## src/design/fisr_pkg.sv

```systemverilog
// Package for the fast inverse square root block.
// Holds the constants, the pipeline depths and the bit patterns shared by all files.
// Has no dependencies of its own.
package fisr_pkg;

  localparam int unsigned WORD_W = 32;

  localparam logic [WORD_W-1:0] GUESS_MAGIC = 32'h5F37_59DF;
  localparam logic [WORD_W-1:0] CANON_QNAN  = 32'h7FC0_0000;
  localparam logic [WORD_W-1:0] F32_HALF    = 32'h3F00_0000;
  localparam logic [WORD_W-1:0] F32_THREE_HALVES = 32'h3FC0_0000;

  localparam int unsigned FMUL_STAGES = 3;
  localparam int unsigned FADD_STAGES = 4;
  localparam int unsigned GUESS_STAGES = 1;
  localparam int unsigned LATENCY =
    GUESS_STAGES + FMUL_STAGES + FMUL_STAGES + FADD_STAGES + FMUL_STAGES;
  localparam int unsigned R_DELAY = FMUL_STAGES + FMUL_STAGES + FADD_STAGES;

endpackage

```

## src/design/fisr_fmul.sv

```systemverilog
// Three-stage binary32 multiplier: product, normalisation, rounding to nearest even.
// Handles subnormals, infinities and NaNs; depends on fisr_pkg.
module fisr_fmul (
  input  logic        clk,
  input  logic        en,
  input  logic [31:0] a,
  input  logic [31:0] b,
  output logic [31:0] p
);

  typedef struct packed {
    logic [47:0]        prod;
    logic signed [10:0] e;
    logic               sign;
    logic               nan;
    logic               inf;
    logic               zero;
  } mul_s1_t;

  typedef struct packed {
    logic [47:0] m;
    logic        sticky;
    logic [7:0]  expf;
    logic        ovf;
    logic        sign;
    logic        nan;
    logic        inf;
    logic        zero;
  } mul_s2_t;

  function automatic logic [5:0] clz48(input logic [47:0] v);
    logic [5:0] n;
    logic       found;
    n = 6'd48;
    found = 1'b0;
    for (int i = 47; i >= 0; i--) begin
      if (!found && v[i]) begin
        n = 6'(47 - i);
        found = 1'b1;
      end
    end
    return n;
  endfunction

  mul_s1_t s1_nxt, s1_r;
  mul_s2_t s2_nxt, s2_r;
  logic [31:0] p_nxt, p_r;

  logic [7:0]  ea, eb, eae, ebe;
  logic [22:0] fa, fb;
  logic [23:0] ma, mb;
  logic        a_nan, b_nan, a_inf, b_inf, a_zero, b_zero;

  always_comb begin
    ea = a[30:23];
    eb = b[30:23];
    fa = a[22:0];
    fb = b[22:0];
    a_nan  = (ea == 8'hFF) && (fa != 23'd0);
    b_nan  = (eb == 8'hFF) && (fb != 23'd0);
    a_inf  = (ea == 8'hFF) && (fa == 23'd0);
    b_inf  = (eb == 8'hFF) && (fb == 23'd0);
    a_zero = (ea == 8'd0) && (fa == 23'd0);
    b_zero = (eb == 8'd0) && (fb == 23'd0);
    ma  = {(ea != 8'd0), fa};
    mb  = {(eb != 8'd0), fb};
    eae = (ea == 8'd0) ? 8'd1 : ea;
    ebe = (eb == 8'd0) ? 8'd1 : eb;
    s1_nxt.prod = 48'(ma) * 48'(mb);
    s1_nxt.e    = signed'({3'b000, eae}) + signed'({3'b000, ebe}) - 11'sd127;
    s1_nxt.sign = a[31] ^ b[31];
    s1_nxt.nan  = a_nan || b_nan || (a_inf && b_zero) || (b_inf && a_zero);
    s1_nxt.inf  = a_inf || b_inf;
    s1_nxt.zero = a_zero || b_zero;
  end

  logic [5:0]         lz;
  logic [5:0]         lsh;
  logic [5:0]         rsh;
  logic signed [10:0] rsw;
  logic signed [10:0] en_exp;

  always_comb begin
    lz     = clz48(s1_r.prod);
    en_exp = s1_r.e + 11'sd1 - signed'({5'b00000, lz});
    rsw    = -s1_r.e;
    lsh    = 6'd0;
    rsh    = 6'd0;
    s2_nxt.sign = s1_r.sign;
    s2_nxt.nan  = s1_r.nan;
    s2_nxt.inf  = s1_r.inf;
    s2_nxt.zero = s1_r.zero;
    if (s1_r.e >= 11'sd0) begin
      lsh = (signed'({5'b00000, lz}) < s1_r.e) ? lz : s1_r.e[5:0];
      s2_nxt.m      = s1_r.prod << lsh;
      s2_nxt.sticky = 1'b0;
    end else begin
      rsh = (rsw > 11'sd49) ? 6'd49 : rsw[5:0];
      s2_nxt.m      = s1_r.prod >> rsh;
      s2_nxt.sticky = |(s1_r.prod & ~(48'hFFFF_FFFF_FFFF << rsh));
    end
    s2_nxt.expf = s2_nxt.m[47] ? en_exp[7:0] : 8'd0;
    s2_nxt.ovf  = s2_nxt.m[47] && (en_exp >= 11'sd255);
  end

  logic        inc;
  logic [30:0] packed_mag;

  always_comb begin
    inc = s2_r.m[23] && ((|s2_r.m[22:0]) || s2_r.sticky || s2_r.m[24]);
    packed_mag = {s2_r.expf, s2_r.m[46:24]} + {30'd0, inc};
    priority if (s2_r.nan) begin
      p_nxt = fisr_pkg::CANON_QNAN;
    end else if (s2_r.inf || s2_r.ovf) begin
      p_nxt = {s2_r.sign, 8'hFF, 23'd0};
    end else if (s2_r.zero) begin
      p_nxt = {s2_r.sign, 31'd0};
    end else begin
      p_nxt = {s2_r.sign, packed_mag};
    end
  end

  always_ff @(posedge clk) begin
    if (en) begin
      s1_r <= s1_nxt;
      s2_r <= s2_nxt;
      p_r  <= p_nxt;
    end
  end

  assign p = p_r;

endmodule

```

## config.mk

```make
export PLATFORM = sky130hd
export DESIGN_NAME = fisr_fmul
export DESIGN_NICKNAME = d
export VERILOG_FILES = /design/src/design/fisr_pkg.sv /design/src/design/fisr_fmul.sv
export SDC_FILE = /design/constraint.sdc
export NUM_CORES = 2
export LEC_CHECK = 0
export BUFFER_PORTS_ARGS = -buffer_cell sky130_fd_sc_hd__buf_2
export CAP_MARGIN = 20
export CORE_AREA = 3 3 241 243
export CTS_CLUSTER_SIZE = 24
export DETAILED_ROUTE_END_ITERATION = 10
export DIE_AREA = 0 0 244 246
export GPL_TIMING_DRIVEN = 0
export PLACE_DENSITY = 0.76
export RECOVER_POWER = 25
export SYNTH_ARGS = -nofsm -noshare
export SYNTH_HDL_FRONTEND = slang
export SYNTH_SLANG_ARGS = --single-unit
```

## constraint.sdc

```tcl
create_clock -name clk -period 10.1 [get_ports clk]
set_input_delay 2.02 -clock clk [delete_from_list [all_inputs] [get_ports clk]]
set_output_delay 2.02 -clock clk [all_outputs]
set_load 0.01 [all_outputs]
```

=== Word-level counts from Yosys, hierarchy flattened ===
Cells that the tools add are included.
W data, S select, Z words.

* Word-level logic and storage cells: 262
* Output and inout bits: 32
* Bits of input ports: 66
* Flip-flop bits (word level): 156

* Equality and inequality tests: 2
* $lt $le $gt $ge: 4
* Reductions and logical operators: 124
* Bitwise operators: 3
* $add $sub $neg: 6
* Multipliers: 1
* Multiplexer cells: 102
* Shift-type cells: 3

{| class="wikitable"
|+ Operators by type and width
! kind !! number
|-
| $mux W6 || 50
|-
| $logic_and A1 B1 Y1 || 57
|-
| $mux W49 || 1
|-
| $and A48 B48 Y48 || 1
|-
| $mul A24 B24 Y48 || 1
|-
| $not A48 Y48 || 1
|-
| $reduce_or A48 Y1 || 1
|-
| $shl A48 B6 Y48 || 1
|-
| $shl A48 B6 Y48 const A || 1
|-
| $shr A48 B6 Y48 || 1
|-
| $logic_not A1 Y1 || 47
|-
| $mux W1 || 47
|-
| $logic_not A23 Y1 || 2
|-
| $reduce_bool A23 Y1 || 2
|-
| $add A31 B1 Y31 || 1
|-
| $mux W31 || 1
|-
| $mux W23 || 1
|-
| $reduce_or A23 Y1 || 1
|-
| $eq A8 B8 Y1 const B || 2
|-
| $logic_not A8 Y1 || 2
|-
| $mux W8 || 2
|-
| $reduce_bool A8 Y1 || 2
|-
| $add A11 B2 Y11 const B || 1
|-
| $ge A11 B1 Y1 const B || 1
|-
| other kinds (11) || 18
|}

=== Logic depth before layout (Yosys ltp) ===
* Word-level depth: 147
* Depth in mapped cells: 27
* Mapped depth without buffers: 26

=== Least setup slack after synthesis ===
OpenSTA, ideal clock, no wires.

* Path type: input to register
* From: input port a[27]
* To: register s1_r[62] (netlist name), data pin
* Library setup time: 0.260 ns
* Setup slack: 1.353 ns
* Arrival: 8.487 ns
* Path buffers: 1
* Stages on the path: 25
* Required time: 9.840 ns
* Cell sequence: nor4_1 > nand2_1 > clkbuf_1 > and2_1 > fa_1 > fa_1 > fa_1 > inv_1 > fa_1 > fa_1 > fa_1 > inv_1 > fa_1 > ha_1 > a21o_1 > a211oi_1 > o21ai_0 > a21oi_1 > a21oi_1 > a31o_2 > a211oi_1 > o31a_1 > o21ai_0 > a21oi_1 > xnor2_1

{| class="wikitable"
|+ RTL lines
! element !! line !! text
|-
| from (decl) || fisr_fmul.sv:6 || <nowiki>input logic [31:0] a,</nowiki>
|-
| to (signal assigned) || fisr_fmul.sv:125 || <nowiki>s1_r <= s1_nxt;</nowiki>
|-
| to (decl) || fisr_fmul.sv:45 || <nowiki>mul_s1_t s1_nxt, s1_r;</nowiki>
|}

==> reports/qor.csv <==
metric,value,unit
status,finished with violations,
failing checks,"DRC, capacitance limit, slew limit",
total gr overflow,0,
drt pass-1 iters,11,
number of port buffers,96,
fmax,101,MHz
full die area,0.0600,mm²
Clock Skew,0.0285,ns
RSZ-0062 raised after global routing,false,
Placed Instances,4731,
Total Wirelength,141,mm
synthesized cell area,0.0335,mm²
"EDFF count, synth",155,
WHS,0.422,ns
worst path required time,10.31,ns
type of the worst setup path,in2reg,
grt met1 use,54.9,%
cells after synthesis,3873,
met3 usage,16.1,%
critical path peak fanout,10,
async set-or-reset flop fraction in the synthesized netlist,0,%
min cycle time layout,9.88,ns
Non-Filler Instances,4771,
Die Height,246,µm
CTS tree,done,
Max Cap Viol,2,
Synth Flop Type,edfxtp_1,
Final Net Count,4763,
placed wire-length estimate,110,mm
initial core utilization,59.7,%
largest net degree at the start of global routing,105,
Setup crit end kind,flip-flop,
register area,0.00465,mm²
die width,244,µm
Post-route DRC,1,
H-Tree Depth,4,
type of origin of the critical path,primary input,
FP Rows,87,
deepest clock path buffer count,2,
Top Usage Layer GRT,met2,
fin util,63.5,%
Filler cells,4879,
Worst-path clk slew,0.07,ns
Core ar.,0.0562,mm²
CTS Buf Count,17,
syn nets,4639,
worst-margin pin slew,5.36,ns
Post-DRT Antenna Nets,0,
Tightest Hold Check Type,reg2reg,
Rel. slew slack,-257,%
max-slew violations,158,
final setup vio count,0,
Post-CTS Hold Fix Bufs,0,
share of layout cells above drive strength 1,6.76,%
initial antenna violation count,6,
1st-iter DRT viols,4317,
"Avg Cell Area, Syn",8.66,µm²
met2 GRT Util,73.0,%
Final GP Congestion,1.11,
"Seq/Total Area, Yosys",13.9,%
Area Overhead vs Synth,6.39,%
Final Cycle Share,97.8,%
vias in the first global route,32468,
Hold Fails Final Rpt,0,
clock tree sinks,155,
clk_lat worst skew,0.49,ns
"Distinct cells, synth",99,
Seq cells post-synth,155,
Root Driver,clkbuf_16,
pre-CTS setup slack,-0.320,ns
setup ws final,0.218,ns
# IOs,98,
first-pass GRT wire length,210,mm
DR WL/cell,29.6,µm
DR vias/cell,6.71,
Yosys Warn Count,0,
via count,31993,
area of the multi-input gates,0.0257,mm²
total track usage,47.7,%
"Arr. time, crit path",10.09,ns
## synth_stat cells (44+ instances only)
| cell type | number | share of area, % |
|---|---|---|
| a21oi_1 | 170 | 2.5 |
| and2_1 | 237 | 4.4 |
| clkbuf_1 | 200 | 2.2 |
| edfxtp_1 | 155 | 14 |
| fa_1 | 484 | 29 |
| ha_1 | 216 | 8.1 |
| inv_1 | 547 | 6.1 |
| mux2i_1 | 124 | 3.7 |
| nand2_1 | 529 | 5.9 |
| nand3_1 | 61 | 0.91 |
| nor2_1 | 198 | 2.2 |
| nor3_1 | 63 | 0.94 |
| nor4_1 | 44 | 0.82 |
| o21ai_0 | 108 | 1.6 |
| xnor2_1 | 57 | 1.5 |
## cell usage in the layout, fill, tap and decap left out, types with 135 or more instances in the layout
cell type	instances
a21oi_1	170
and2_1	236
buf_2	135
clkbuf_1	201
edfxtp_1	155
fa_1	484
ha_1	216
inv_1	547
nand2_1	529
nor2_1	197
## metrics by stage
stage | setup TNS [ns] | instance area (µm²)
final | 0 | 35700
after global routing | 0 | 35700
after CTS | 0 | 35600
after detailed placement | -0.630 | 35000
after global placement | -0.570 | 34900
after floorplan | 0 | 33500
## routing by layer
layer | up-vias | routed length (µm)
met4 | 6 | 14600
met5 | - | 45
li1 | 13172 | -
met2 | 2663 | 61300
met1 | 15308 | 47500
met3 | 844 | 17800
## cell families after synthesis
group | Yosys count | synth area share [%]
AO/OA/AOI/OAI | 707 | 14.5
flip-flops | 155 | 13.9
multiplexers | 151 | 4.83
adder cells (fa/ha/maj) | 701 | 37.0
XOR/XNOR | 92 | 2.40
AND/OR/NAND/NOR | 1253 | 17.8
buffers and inverters | 814 | 9.62
## state kept, by name (all words and copies together) (netlist names)
| signal | flops |
|---|---|
| s1_r | 62 |
| s2_r | 61 |
| p | 32 |
## layout make-up
type	instances	share of cell area, %
repair buffers	105	1.55
well taps	756	2.65
multi-input cells	2904	72.0
flip-flops and latches	155	13.1
clock inverters	15	0.467
clock buffers	17	1.19
inverters	549	5.78
plain buffers	265	3.27
diodes	5	0.0351
## worst paths after layout
path / slack (ns) / start / depth (start not counted) / to
max: 0.22 / a[16] / 24 / s1_r[62]
min: 0.42 / s1_r[1] / 0 / s2_r[1]
max reg2reg: 2.23 / s1_r[34] / 21 / s2_r[40]
min reg2reg: 0.42 / s1_r[1] / 0 / s2_r[1]
## critical path, cell delays in order
cell and delay (ns):
buf_2 0.29, clkbuf_1 0.73, and2_1 0.30, fa_1 0.44
fa_1 0.52, fa_1 0.56, inv_1 0.06, fa_1 0.49
fa_1 0.56, inv_1 0.05, fa_1 0.50, fa_1 0.43
ha_1 0.45, a21o_1 0.24, a21oi_1 0.30, nand2_1 0.13
o2111ai_1 0.49, a21oi_1 0.25, a31o_2 0.31, a211oi_1 0.31
o31a_1 0.25, o21ai_0 0.12, a21oi_1 0.20, xnor2_1 0.10
## repair_timing
item,in CTS,in global routing
setup buffers,0,0
gates resized for setup,0,8
endpoints found under the setup margin,0,2
Power is not shown: default switching activity piles up to over one toggle a cycle in this logic, so the estimate is an artifact.
