===== config.mk =====
export PLATFORM = sky130hd
export DESIGN_NAME = fisr_fadd
export DESIGN_NICKNAME = d
export VERILOG_FILES = /design/src/design/fisr_pkg.sv /design/src/design/fisr_fadd.sv
export SDC_FILE = /design/constraint.sdc
export NUM_CORES = 1
export LEC_CHECK = 0
export BUFFER_PORTS_ARGS = -buffer_cell sky130_fd_sc_hd__buf_2
export CAP_MARGIN = 20
export CORE_MARGIN = 5
export CORE_UTILIZATION = 68
export DETAILED_ROUTE_END_ITERATION = 7
export PLACE_DENSITY_LB_ADDON = 0.3
export SLEW_MARGIN = 25
export SYNTH_ARGS = -nofsm -noshare
export SYNTH_HDL_FRONTEND = slang
export SYNTH_SLANG_ARGS = --single-unit

===== constraint.sdc =====
create_clock -name clk -period 17.5 [get_ports clk]
set_clock_uncertainty 0.05 [all_clocks]
set_input_delay 1.75 -clock clk [delete_from_list [all_inputs] [get_ports clk]]
set_output_delay 1.75 -clock clk [all_outputs]
set_load 0.02 [all_outputs]

===== src/design/fisr_pkg.sv =====
// Package for the fast inverse square root block.
// Holds the constants, the pipeline depths and the bit patterns shared by all files.
// Has no dependencies of its own.
package fisr_pkg;

  localparam int unsigned WORD_W = 32;

  localparam logic [WORD_W-1:0] GUESS_MAGIC = 32'h5F37_59DF;
  localparam logic [WORD_W-1:0] CANON_QNAN  = 32'h7FC0_0000;
  localparam logic [WORD_W-1:0] F32_HALF    = 32'h3F00_0000;
  localparam logic [WORD_W-1:0] F32_THREE_HALVES = 32'h3FC0_0000;

  localparam int unsigned FMUL_STAGES = 3;
  localparam int unsigned FADD_STAGES = 4;
  localparam int unsigned GUESS_STAGES = 1;
  localparam int unsigned LATENCY =
    GUESS_STAGES + FMUL_STAGES + FMUL_STAGES + FADD_STAGES + FMUL_STAGES;
  localparam int unsigned R_DELAY = FMUL_STAGES + FMUL_STAGES + FADD_STAGES;

endpackage


===== src/design/fisr_fadd.sv =====
// Four-stage binary32 adder: alignment, addition, normalisation, rounding to nearest even.
// Handles subnormals, infinities and NaNs; depends on fisr_pkg.
module fisr_fadd (
  input  logic        clk,
  input  logic        en,
  input  logic [31:0] a,
  input  logic [31:0] b,
  output logic [31:0] s
);

  typedef struct packed {
    logic       sign;
    logic       eff_sub;
    logic       nan;
    logic       inf;
    logic       inf_sign;
  } add_ctl_t;

  typedef struct packed {
    logic [26:0] lm;
    logic [26:0] sm;
    logic [7:0]  el;
    add_ctl_t    ctl;
  } add_s1_t;

  typedef struct packed {
    logic [27:0] sum;
    logic [7:0]  el;
    add_ctl_t    ctl;
  } add_s2_t;

  typedef struct packed {
    logic [26:0] n;
    logic [7:0]  expf;
    logic        ovf;
    logic        zero;
    add_ctl_t    ctl;
  } add_s3_t;

  function automatic logic [4:0] clz27(input logic [26:0] v);
    logic [4:0] n;
    logic       found;
    n = 5'd27;
    found = 1'b0;
    for (int i = 26; i >= 0; i--) begin
      if (!found && v[i]) begin
        n = 5'(26 - i);
        found = 1'b1;
      end
    end
    return n;
  endfunction

  add_s1_t s1_nxt, s1_r;
  add_s2_t s2_nxt, s2_r;
  add_s3_t s3_nxt, s3_r;
  logic [31:0] s_nxt, s_r;

  logic [31:0] big, sml;
  logic [7:0]  ebg, esm, ebg_e, esm_e, diff;
  logic [4:0]  ash;
  logic [26:0] sm_ext;
  logic        a_nan, b_nan, a_inf, b_inf;

  always_comb begin
    a_nan = (a[30:23] == 8'hFF) && (a[22:0] != 23'd0);
    b_nan = (b[30:23] == 8'hFF) && (b[22:0] != 23'd0);
    a_inf = (a[30:23] == 8'hFF) && (a[22:0] == 23'd0);
    b_inf = (b[30:23] == 8'hFF) && (b[22:0] == 23'd0);
    if (a[30:0] >= b[30:0]) begin
      big = a;
      sml = b;
    end else begin
      big = b;
      sml = a;
    end
    ebg   = big[30:23];
    esm   = sml[30:23];
    ebg_e = (ebg == 8'd0) ? 8'd1 : ebg;
    esm_e = (esm == 8'd0) ? 8'd1 : esm;
    diff  = ebg_e - esm_e;
    ash   = (diff > 8'd27) ? 5'd27 : diff[4:0];
    sm_ext = {(esm != 8'd0), sml[22:0], 3'b000};
    s1_nxt.lm = {(ebg != 8'd0), big[22:0], 3'b000};
    s1_nxt.sm = (sm_ext >> ash) |
                {26'd0, |(sm_ext & ~(27'h7FF_FFFF << ash))};
    s1_nxt.el = ebg_e;
    s1_nxt.ctl.sign     = big[31];
    s1_nxt.ctl.eff_sub  = a[31] ^ b[31];
    s1_nxt.ctl.nan      = a_nan || b_nan || (a_inf && b_inf && (a[31] != b[31]));
    s1_nxt.ctl.inf      = a_inf || b_inf;
    s1_nxt.ctl.inf_sign = a_inf ? a[31] : b[31];
  end

  always_comb begin
    if (s1_r.ctl.eff_sub) begin
      s2_nxt.sum = {1'b0, s1_r.lm} - {1'b0, s1_r.sm};
    end else begin
      s2_nxt.sum = {1'b0, s1_r.lm} + {1'b0, s1_r.sm};
    end
    s2_nxt.el  = s1_r.el;
    s2_nxt.ctl = s1_r.ctl;
  end

  logic [4:0] lz, lsh;
  logic [7:0] lim;
  logic [8:0] e9;

  always_comb begin
    lz  = clz27(s2_r.sum[26:0]);
    lim = s2_r.el - 8'd1;
    lsh = 5'd0;
    s3_nxt.ctl  = s2_r.ctl;
    s3_nxt.zero = (s2_r.sum == 28'd0);
    if (s2_r.sum[27]) begin
      s3_nxt.n = {s2_r.sum[27:2], s2_r.sum[1] | s2_r.sum[0]};
      e9 = {1'b0, s2_r.el} + 9'd1;
    end else begin
      lsh = ({3'b000, lz} < lim) ? lz : lim[4:0];
      s3_nxt.n = s2_r.sum[26:0] << lsh;
      e9 = {1'b0, s2_r.el} - {4'd0, lsh};
    end
    s3_nxt.expf = s3_nxt.n[26] ? e9[7:0] : 8'd0;
    s3_nxt.ovf  = (e9 >= 9'd255);
  end

  logic        inc;
  logic [30:0] packed_mag;

  always_comb begin
    inc = s3_r.n[2] && (s3_r.n[1] || s3_r.n[0] || s3_r.n[3]);
    packed_mag = {s3_r.expf, s3_r.n[25:3]} + {30'd0, inc};
    priority if (s3_r.ctl.nan) begin
      s_nxt = fisr_pkg::CANON_QNAN;
    end else if (s3_r.ctl.inf) begin
      s_nxt = {s3_r.ctl.inf_sign, 8'hFF, 23'd0};
    end else if (s3_r.zero) begin
      s_nxt = {s3_r.ctl.sign & ~s3_r.ctl.eff_sub, 31'd0};
    end else if (s3_r.ovf) begin
      s_nxt = {s3_r.ctl.sign, 8'hFF, 23'd0};
    end else begin
      s_nxt = {s3_r.ctl.sign, packed_mag};
    end
  end

  always_ff @(posedge clk) begin
    if (en) begin
      s1_r <= s1_nxt;
      s2_r <= s2_nxt;
      s3_r <= s3_nxt;
      s_r  <= s_nxt;
    end
  end

  assign s = s_r;

endmodule


== Word level (Yosys, flattened, before mapping) ==
Index checks and enable logic that the tools add are counted.

* Add/subtract/negate cells: 7
* Magnitude comparators: 4
* Eq/ne operators: 3
* Shift operators: 3
* Multiplexer cells: 66
* Bitwise logic cells: 7
* Reductions and logical operators: 76

{| class="wikitable"
|+ Operator list
! kind !! count
|-
| $mux 5 || 29
|-
| $mux 32 || 3
|-
| $mux 31 || 2
|-
| $logic_not 23->1 || 2
|-
| $reduce_bool 23->1 || 2
|-
| $logic_and 1x1->1 || 33
|-
| $add 31x1->31 || 1
|-
| $ge 31x31->1 || 1
|-
| $add 27x27->28 || 1
|-
| $logic_not 28->1 || 1
|-
| $mux 28 || 1
|-
| $sub 27x27->28 || 1
|-
| $and 27x27->27 || 1
|-
| $mux 1 || 27
|-
| $mux 27 || 1
|-
| $not 27->27 || 1
|-
| $or 27x1->27 || 1
|-
| $reduce_or 27->1 || 1
|-
| $shl 27x5->27 || 1
|-
| $shl 27x5->27 const A || 1
|-
| $shr 27x5->27 || 1
|-
| $logic_not 1->1 || 26
|-
| $eq 8x8->1 const B || 2
|-
| $logic_not 8->1 || 2
|-
| 18 further kinds || 24
|}

* Register bits: 178
* Input port bits: 66
* Output and inout bits: 32
* Logic and storage cells: 193

== Longest topological paths before layout ==
* Depth in word-level cells: 84
* Depth in mapped cells: 31

== Least setup slack after synthesis ==
No wires, ideal clock.

* Kind: input to register
* Start: input port b[8]
* End: register s1_r[13] (netlist bit) (data pin)
* Setup time: 0.263 ns
* Arrival: 7.967 ns
* Required time: 17.187 ns
* Path slack: 9.220 ns
* Stages on the path: 26
* Cell sequence: inv_1 > ha_1 > a2111oi_0 > o21ai_0 > o211ai_1 > a2111oi_0 > nor2_1 > clkbuf_1 > buf_2 > buf_1 > clkbuf_1 > mux2i_1 > ha_1 > clkbuf_1 > a21oi_1 > nor2b_1 > or3_1 > a21oi_1 > o21ai_1 > nor3_2 > mux4_2 > mux2i_1 > o22ai_1 > a22oi_2 > nand3_1 > a2111o_1

{| class="wikitable"
|+ RTL lines
! item !! RTL line !! text
|-
| from (decl) || fisr_fadd.sv:7 || <nowiki>input logic [31:0] b,</nowiki>
|-
| to (signal assigned) || fisr_fadd.sv:148 || <nowiki>s1_r <= s1_nxt;</nowiki>
|-
| to (decl) || fisr_fadd.sv:54 || <nowiki>add_s1_t s1_nxt, s1_r;</nowiki>
|}

==> results.txt <==
The multiplexer share of the synthesized area is 14.3%. For the pin with the worst max-slew slack, the measured transition is 1050 ps. The synthesized design spends more area on one cell type than any other, namely sky130_fd_sc_hd__edfxtp_1. In the synthesized netlist the dominant register cell turns out to be sky130_fd_sc_hd__edfxtp_1. The number of buffers added on ports came out at 97.

The HPWL after detailed placement came out at 32.9 mm. The total global-route track usage came out at about 34%. The remaining max-slew budget at the tightest pin is approximately 30%. The number of global-route vias before repair is 13400. The path class of the tightest hold or removal check is flip-flop to flip-flop.

The worst setup path is captured at a flip-flop. Setup repair after global routing left no endpoint under its margin. The final hold violation count came out at 0. The tree is rooted in a sky130_fd_sc_hd__clkbuf_16. In the routed design, unresolved DRC markers number 0. In the global route stage, met1 resource usage came out at 40.4%.

The first global-routing pass estimated 69.6 mm of wire. TritonCTS created 17 clock buffers. The largest net degree at the start of global routing is 112.

Among all cell types in the netlist, the one instantiated most often is sky130_fd_sc_hd__nand2_1. The number of core rows is 54. The highest net fanout along the worst path came out at 69.

Summed over all cells, the static leakage comes to 6.98 nW. The final critical delay including setup and external delays came out at 9450 ps. The maximum clock path buffer count is 2. The most utilized layer in the global route result is met2. The worst voltage drop across the vdd grid is approximately 0.076 mV. The met3 track demand over resource came out at ~4.6%. TritonCTS built the clock tree. The global-route track usage on met2 came out at between 50% and 60%. The floorplan die height came out at 160 µm.

The worst hold slack came out at between 300 and 400 ps. By area the synthesized netlist is led by sky130_fd_sc_hd__edfxtp_1 (35%), sky130_fd_sc_hd__mux2i_1 (11%), sky130_fd_sc_hd__ha_1 (8.5%). Sequential elements use between 30% and 40% of the synthesized area. The core area is 0.0219 mm². The synthesized netlist occupies a cell area of approximately 0.015 mm². The worst endpoint data arrival time came out at 9600 ps. For this block, the initial DRC count from the detailed router was 1436. The average instance area after synthesis is 9.10 µm². The share of synthesized flip-flops with an asynchronous set or reset came out at 0%. After detailed routing, the average wire length per cell comes to approximately 22 µm. The gate count after technology mapping is 1672. Counting flops and latches in the post-synthesis netlist gives 178. The fill cell instance count of the final layout came out at 1536. Once the clock tree was built, the resizer swapped 0 gates to a different size. The initial standard-cell utilization of the core is 69.5%. The CTS sink count is 178. The total number of yosys warnings came out at 0.

The H-tree was split into 4 levels. The source-to-sink clock delay at the later pin of the worst-skew pair came out at 450 ps. Timing would allow up to 106 MHz.

The post-synthesis compound-gate area fraction is 16.6%. The simple-gate share of the synthesized area came out at 15.9%. After synthesis, the largest family of logic cells by area is compound AO/OA/AOI/OAI gates.

The area added between synthesis and finish came out at 8.59%. The flow ran to the end, and the final reports show no timing, DRC or antenna violations. The final routed wirelength across all metal layers is 44.1 mm. The number of antenna repair diodes came out at 0. The proportion of netlist area held by the largest area contributor is 35.1%. Using the TritonRoute via totals, the vias-per-cell ratio works out to about 6.7.

The iteration count of the initial detailed-routing pass is 5. The initial antenna violation count came out at 0. Buffers inserted to repair hold after CTS numbered 0.

For this block, the via count after detailed routing is approximately 14000. The count of nets after finishing came out at roughly 1900. The final estimated routing congestion in global placement came out at about 1.0. The die outline area is 0.0255 mm². The count of cell types in the netlist is 79. The endpoint required time on the critical path is 17640 ps. The detail route stage leaves a number of antenna-violating nets equal to 0. Of the total synthesized cell area, the portion taken by full adders, half adders and majority gates is 8.87%.

The synthesized-area fraction occupied by xor and xnor cells came out at 4.09%. The clock-pin slew reported for the worst setup and hold paths after clock tree synthesis came out at about 80 ps. The number of setup buffers added after CTS is 0. The fraction of final layout cells sized beyond drive strength 1 came out at approximately 11%. The count of endpoints failing setup in the final report came out at 0. The commonest cells after synthesis are sky130_fd_sc_hd__nand2_1 (179), sky130_fd_sc_hd__edfxtp_1 (178), sky130_fd_sc_hd__mux2i_1 (173). The overall power of the completed layout is 1.90 mW. The number of enable-type register cells in the synthesized netlist is 178. The chip width came out at 160 µm. The final count of pins violating max slew came out at 0. Max-cap violations in this run came to 0. The setup TNS came out at 0 ps.

The fraction of the cycle the final worst path needs is 54.0%. The kind of critical path is input pin to flip-flop. The cell area power density came out at ~110 mW/mm². The worst setup path is launched from an input pin. After global routing the overflow that remains totals 0.

The synthesized net count is ~1800. The top-level port count is 98.
==> cell families (layout without fill, tap and decap cells) <==
logic type,count (synthesis),in the layout
XOR/XNOR,71,71
multiplexers,206,206
adder cells (fa/ha/maj),106,106
AO/OA/AOI/OAI,390,390
buffers and inverters,198,262
AND/OR/NAND/NOR,523,523
flip-flops,178,178
==> path summary, 6_finish.rpt <==
kind | slack [ps] | from | to | cells past startpoint
setup / recovery | 8050 | b[3] | s1_r[13]$_DFFE_PP_ | 28
setup reg to reg | 10730 | s2_r[26]$_DFFE_PP_ | s3_r[6]$_DFFE_PP_ | 26
hold / removal | 370 | s2_r[2]$_DFFE_PP_ | s3_r[2]$_DFFE_PP_ | 0
hold reg to reg | 370 | s2_r[2]$_DFFE_PP_ | s3_r[2]$_DFFE_PP_ | 0
==> registers in the layout, summed over array words and instances, names as in the netlist <==
signal and cells:
s2_r 41, s 32, s3_r 41, s1_r 64
==> metrics by stage <==
stage | setup WS (ps) | cells | area [µm²] | util [%]
floorplan | 9220 | 1672 | 15200 | -
global placement | 8060 | 1984 | 15900 | 72.4
detailed placement | 7680 | 1984 | 15900 | 72.4
CTS | 8130 | 2016 | 16500 | 75.4
global route | 7490 | 2016 | 16500 | 75.4
finish | 8050 | 2016 | 16500 | 75.4
==> layout make-up <==
class                   count  area, µm²  area share, %
flip-flops and latches    178       5350           32.4
multi-input cells        1296       9130           55.3
clock inverters            15        220           1.33
repair buffers            112        604           3.66
clock buffers              17        425           2.58
well taps                 280        350           2.12
inverters                 118        443           2.68
==> cell usage in the layout (no fill, tap or decap), drive strengths merged, types with 36 or more instances in the layout <==
master  instances
a21oi         100
buf           112
edfxtp        178
ha            103
inv           124
mux2i         175
nand2         179
nand3          45
nor2          141
nor3           37
o21ai         101
xnor2          36
==> critical path, stage by stage <==
cell	delay [ps]
sky130_fd_sc_hd__buf_2	130
sky130_fd_sc_hd__inv_1	110
sky130_fd_sc_hd__ha_1	320
sky130_fd_sc_hd__nand3_1	100
sky130_fd_sc_hd__a21oi_1	130
sky130_fd_sc_hd__o211ai_1	250
sky130_fd_sc_hd__a2111oi_0	900
sky130_fd_sc_hd__nor2_4	70
sky130_fd_sc_hd__clkinv_1	120
sky130_fd_sc_hd__buf_4	520
sky130_fd_sc_hd__o21ai_0	290
sky130_fd_sc_hd__nor4_1	320
sky130_fd_sc_hd__and4_1	260
sky130_fd_sc_hd__nor2b_1	80
sky130_fd_sc_hd__ha_1	220
sky130_fd_sc_hd__fa_1	400
sky130_fd_sc_hd__nor2b_1	180
sky130_fd_sc_hd__o221ai_1	170
sky130_fd_sc_hd__mux2i_1	190
sky130_fd_sc_hd__o2111a_1	230
sky130_fd_sc_hd__o21a_1	250
sky130_fd_sc_hd__and3_2	890
sky130_fd_sc_hd__mux4_2	600
sky130_fd_sc_hd__mux2i_1	240
sky130_fd_sc_hd__o22ai_1	140
sky130_fd_sc_hd__a22oi_2	200
sky130_fd_sc_hd__nand3_1	110
sky130_fd_sc_hd__a2111o_1	420
==> layer usage <==
layer  share of wire, %  vias to the layer above
met1                 37                     6296
met5                  0                        -
met3                7.6                      201
met4                6.6                        0
met2                 49                      818
li1                   -                     6244
==> where the power goes <==
part | switching, mW | internal (mW) | total, mW | leakage, nW
combinational | 0.510 | 0.325 | 0.835 | 4.93
clock | 0.201 | 0.211 | 0.412 | 0.311
sequential | 0.0796 | 0.570 | 0.650 | 1.74
total | 0.790 | 1.11 | 1.90 | 6.98
No activity file was read; power rests on OpenSTA's default activity.
